$ cat src/hw/rtl/rar_pkg.sv
// Types and constants shared by the rational arithmetic reduce block
`default_nettype none
package rar_pkg;

   localparam logic [1:0] FUNC_ADD = 2'd0;
   localparam logic [1:0] FUNC_SUB = 2'd1;
   localparam logic [1:0] FUNC_MUL = 2'd2;
   localparam logic [1:0] FUNC_RED = 2'd3;

   localparam logic [1:0] STATUS_OK       = 2'd0;
   localparam logic [1:0] STATUS_ZERO_DEN = 2'd1;
   localparam logic [1:0] STATUS_OVERFLOW = 2'd2;

   typedef enum logic [3:0] {
      ST_IDLE,
      ST_MUL_A,
      ST_MUL_B,
      ST_MUL_D,
      ST_SUM,
      ST_GCD,
      ST_DIV,
      ST_FIN
   } rar_state_type;

   typedef enum logic [1:0] {
      MSEL_A,
      MSEL_B,
      MSEL_D
   } rar_msel_type;

   typedef struct packed {
      logic         load_in;
      logic         mul_en;
      rar_msel_type mul_sel;
      logic         sum_en;
      logic         gcd_en;
      logic         div_start;
      logic         div_en;
      logic         out_load;
   } rar_cmd_type;

   typedef struct packed {
      logic zero_den;
      logic num_zero;
      logic gcd_done;
   } rar_stat_type;

endpackage
`default_nettype wire

$ cat src/hw/rtl/rar_control.sv
// Controller: sequences one item through multiply, gcd, divide and output
`default_nettype none
module rar_control (
   input  wire logic                  clock,
   input  wire logic                  reset,
   input  wire logic                  req_tvalid,
   output logic                       req_tready,
   output logic                       rsp_tvalid,
   input  wire logic                  rsp_tready,
   input  wire rar_pkg::rar_stat_type stat,
   output rar_pkg::rar_cmd_type       cmd
);
   rar_pkg::rar_state_type state_ff, state_in;
   logic [5:0] cnt_ff, cnt_in;
   logic       rsp_valid_ff, rsp_valid_in;
   logic       slot_free;

   assign slot_free = !rsp_valid_ff || rsp_tready;

   always_comb begin
      state_in = state_ff;
      unique case (state_ff)
         rar_pkg::ST_IDLE:  if (req_tvalid) state_in = rar_pkg::ST_MUL_A;
         rar_pkg::ST_MUL_A: state_in = stat.zero_den ? rar_pkg::ST_FIN : rar_pkg::ST_MUL_B;
         rar_pkg::ST_MUL_B: state_in = rar_pkg::ST_MUL_D;
         rar_pkg::ST_MUL_D: state_in = rar_pkg::ST_SUM;
         rar_pkg::ST_SUM:   state_in = rar_pkg::ST_GCD;
         rar_pkg::ST_GCD: begin
            if (stat.num_zero) state_in = rar_pkg::ST_FIN;
            else if (stat.gcd_done) state_in = rar_pkg::ST_DIV;
         end
         rar_pkg::ST_DIV:   if (cnt_ff == 6'd63) state_in = rar_pkg::ST_FIN;
         rar_pkg::ST_FIN:   if (slot_free) state_in = rar_pkg::ST_IDLE;
         default:           state_in = rar_pkg::ST_IDLE;
      endcase
   end

   always_comb begin
      cmd          = '0;
      cmd.mul_sel  = rar_pkg::MSEL_A;
      req_tready   = 1'b0;
      cnt_in       = cnt_ff;
      unique case (state_ff)
         rar_pkg::ST_IDLE: begin
            req_tready  = 1'b1;
            cmd.load_in = req_tvalid;
         end
         rar_pkg::ST_MUL_A: cmd.mul_en = 1'b1;
         rar_pkg::ST_MUL_B: begin
            cmd.mul_en  = 1'b1;
            cmd.mul_sel = rar_pkg::MSEL_B;
         end
         rar_pkg::ST_MUL_D: begin
            cmd.mul_en  = 1'b1;
            cmd.mul_sel = rar_pkg::MSEL_D;
         end
         rar_pkg::ST_SUM:   cmd.sum_en = 1'b1;
         rar_pkg::ST_GCD: begin
            cmd.gcd_en    = !stat.num_zero;
            cmd.div_start = !stat.num_zero && stat.gcd_done;
            cnt_in        = '0;
         end
         rar_pkg::ST_DIV: begin
            cmd.div_en = 1'b1;
            cnt_in     = cnt_ff + 6'd1;
         end
         rar_pkg::ST_FIN:   cmd.out_load = slot_free;
         default: ;
      endcase
   end

   assign rsp_valid_in = cmd.out_load ? 1'b1 : (rsp_tready ? 1'b0 : rsp_valid_ff);
   assign rsp_tvalid   = rsp_valid_ff;

   always_ff @(posedge clock) begin
      if (reset) begin
         state_ff     <= rar_pkg::ST_IDLE;
         cnt_ff       <= '0;
         rsp_valid_ff <= 1'b0;
      end else begin
         state_ff     <= state_in;
         cnt_ff       <= cnt_in;
         rsp_valid_ff <= rsp_valid_in;
      end
   end

endmodule
`default_nettype wire

$ cat config.mk
export PLATFORM = sky130hd
export DESIGN_NAME = rar_control
export DESIGN_NICKNAME = d
export VERILOG_FILES = /design/src/hw/rtl/rar_pkg.sv /design/src/hw/rtl/rar_control.sv
export SDC_FILE = /design/constraint.sdc
export NUM_CORES = 1
export LEC_CHECK = 0
export BUFFER_PORTS_ARGS = -buffer_cell sky130_fd_sc_hd__buf_2
export CORE_MARGIN = 10
export CORE_UTILIZATION = 35
export CTS_CLUSTER_SIZE = 20
export DETAILED_ROUTE_END_ITERATION = 10
export PLACE_DENSITY = 0.58
export SYNTH_ARGS = -nofsm -noshare
export SYNTH_HDL_FRONTEND = slang
export SYNTH_SLANG_ARGS = --single-unit
$ cat constraint.sdc
create_clock -name clock -period 2.32 [get_ports clock]
set_input_delay 0.116 -clock clock [delete_from_list [all_inputs] [get_ports clock]]
set_output_delay 0.116 -clock clock [all_outputs]
set_load 0.02 [all_outputs]
==> flow_metrics.tcl <==
set metrics [dict create \
    cp.arrival_ps 1680 \
    async_flop_share 0 \
    cp_slowest_stage_delay_ps 720 \
    crit_chain "nand2_1 > nor3_1 > and2_1 > buf_2" \
    cts_htree_levels 1 \
    syn_area_um2 692 \
    critPathKind "flip-flop to output port" \
    area_growth_pct 14.6 \
    grt_pass1_wl_um 3140 \
    vias 700 \
    critical-path-slowest-cell "dfxtp_1" \
    cts_tree "built" \
    antenna_found_initial 0 \
    fmax_mhz 558 \
    required_ps 2200 \
    overflow 0 \
    synth-seq-area-share 0.289 \
    ys_seq_elements 10 \
    dpl.hpwl_um 1350 \
    post_cts_resized 0 \
    cts_buffer_depth 2 \
    die_y_um 64.5 \
    track_usage 0.0904 \
    cts_hold_buf 0 \
    final_cell_mix "buf_2, dfxtp_1, nand2_1" \
    drive_above_1_share 0.231 \
    synthDistinctLibCells 36 \
    path_max_fanout 21 \
    via_per_inst 5.34 \
    cap_violations 0 \
    synth_warnings 0 \
    cts_buffers 3 \
    nNetsFinal 114 \
    die_w_um 64.5 \
    finalCriticalPeriod_ps 1790 \
    power.total_mw 0.461 \
    peakVddDrop_v 0.000249 \
    status "finished, final reports clean" \
    port_buffers 17 \
    gp_congestion 0.833 \
    min_path_type "input port to flip-flop" \
    synth_nets 99 \
    coreArea_um2 1920 \
    cp-start-kind "flip-flop" \
    slew_headroom 0.589 \
    clock_latency_ps 260 \
    dr.pass1.iters 4 \
    post_drt_wl_per_cell_um 13.8 \
    layout_commonest_cell "buf_2" \
    rsz0062_at_grt "false" \
    crit_family "flip-flops" \
    setup_viol 0 \
    rows 16 \
    grt_max_degree 22 \
    postSynthAreaPerCell_um2 7.60 \
    yosys.area.top_type_share 0.289 \
    io_pins 18 \
    setup_tns_ps 0 \
    final-hold-violation-count 0 \
    path_clk_slew_ps 70 \
    post_cts_buffers 0 \
    path_buf_inv 1 \
    cts_root_buffer "clkbuf_4" \
    yosysTopAreaCell "dfxtp_1" \
    start_util 0.360 \
    fin_crit_sh 0.772 \
    cts.sink_count 10 \
    drc 0 \
    diodes 0 \
    slew_viol_final 0 \
    drtIter0Drc 38 \
    n_fill_cell 210 \
    dpl_cell_area_um2 771 \
    end_kind "output port" \
    final_cell_area_um2 793 \
    synthFlopType "dfxtp_1" \
    power_density_nw_per_um2 581 \
    synth_edf_count 0 \
    grt_pass1_vias 661 \
    finClkSkew_ps 3.22 \
    p_leak_nw 0.333 \
    detail-route-antenna-nets 0 \
    synth_area_leaders "dfxtp_1, nor2b_1, a21oi_1" \
    syn_inst 91 \
    routed_wl_um 1810 \
    dieArea_um2 4160 \
    tightest_slew_ps 616 \
]
registers in the layout (all words and copies together), names as in the netlist:
name	cells
cnt_ff	6
rsp_tvalid	1
state_ff	3
final timing paths:
| path | start | endpoint | slack, ps | cells after the start |
|---|---|---|---|---|
| setup / recovery | state_ff[0] | cmd[2] | 530 | 4 |
| setup reg to reg | state_ff[0] | state_ff[0] | 770 | 3 |
| hold reg to reg | cnt_ff[5] | cnt_ff[5] | 540 | 2 |
| hold / removal | reset | cnt_ff[1] | 190 | 2 |
metal layers:
layer,GRT usage,wire (µm),vias to the layer above
met1,0.113,900,323
met5,0,0,-
met2,0.139,825,10
met4,0.0535,29,0
li1,-,-,365
met3,0.0189,50,2
through the flow:
step	std cells	util	setup WS, ps	hold slack, ps
final	131	0.413	529	185
after global routing	131	0.413	351	202
after CTS	131	0.413	528	177
after detailed placement	128	0.401	810	458
after global placement	128	0.401	764	446
after floorplan	91	-	698	298
area by class of cell:
| class | count | area (µm²) | share of cell area |
|---|---|---|---|
| Tap cell | 27 | 33.8 | 0.0426 |
| Sequential cell | 10 | 200 | 0.252 |
| Multi-Input combinational cell | 68 | 425 | 0.536 |
| Inverter | 5 | 18.8 | 0.0237 |
| Timing Repair Buffer | 18 | 92.6 | 0.117 |
| Clock buffer | 3 | 22.5 | 0.0284 |
kinds of logic after synthesis:
logic type	after synthesis	share of synthesized area
flip-flops	10	0.289
AO/OA/AOI/OAI	26	0.251
buffers and inverters	13	0.0958
adder cells (fa/ha/maj)	1	0.0181
AND/OR/NAND/NOR	41	0.345
synth_stat cells, types with 2 or more instances:
cell type  count
a21oi_1        6
a31oi_1        2
and2_1         3
and3_1         2
and3b_1        3
buf_2          5
dfxtp_1       10
inv_1          5
nand2_1        8
nand3_1        5
nor2_1         2
nor2b_1        6
nor3_1         5
o21ai_0        6
o311ai_0       2
power by group:
| group | total, mW | switching [mW] | leakage (nW) | internal [mW] |
|---|---|---|---|---|
| logic | 0.124 | 0.0758 | 0.238 | 0.0483 |
| clock network | 0.123 | 0.0630 | 0.0138 | 0.0599 |
| registers | 0.214 | 0.0331 | 0.0813 | 0.181 |
No activity file was read; power rests on OpenSTA's default activity.
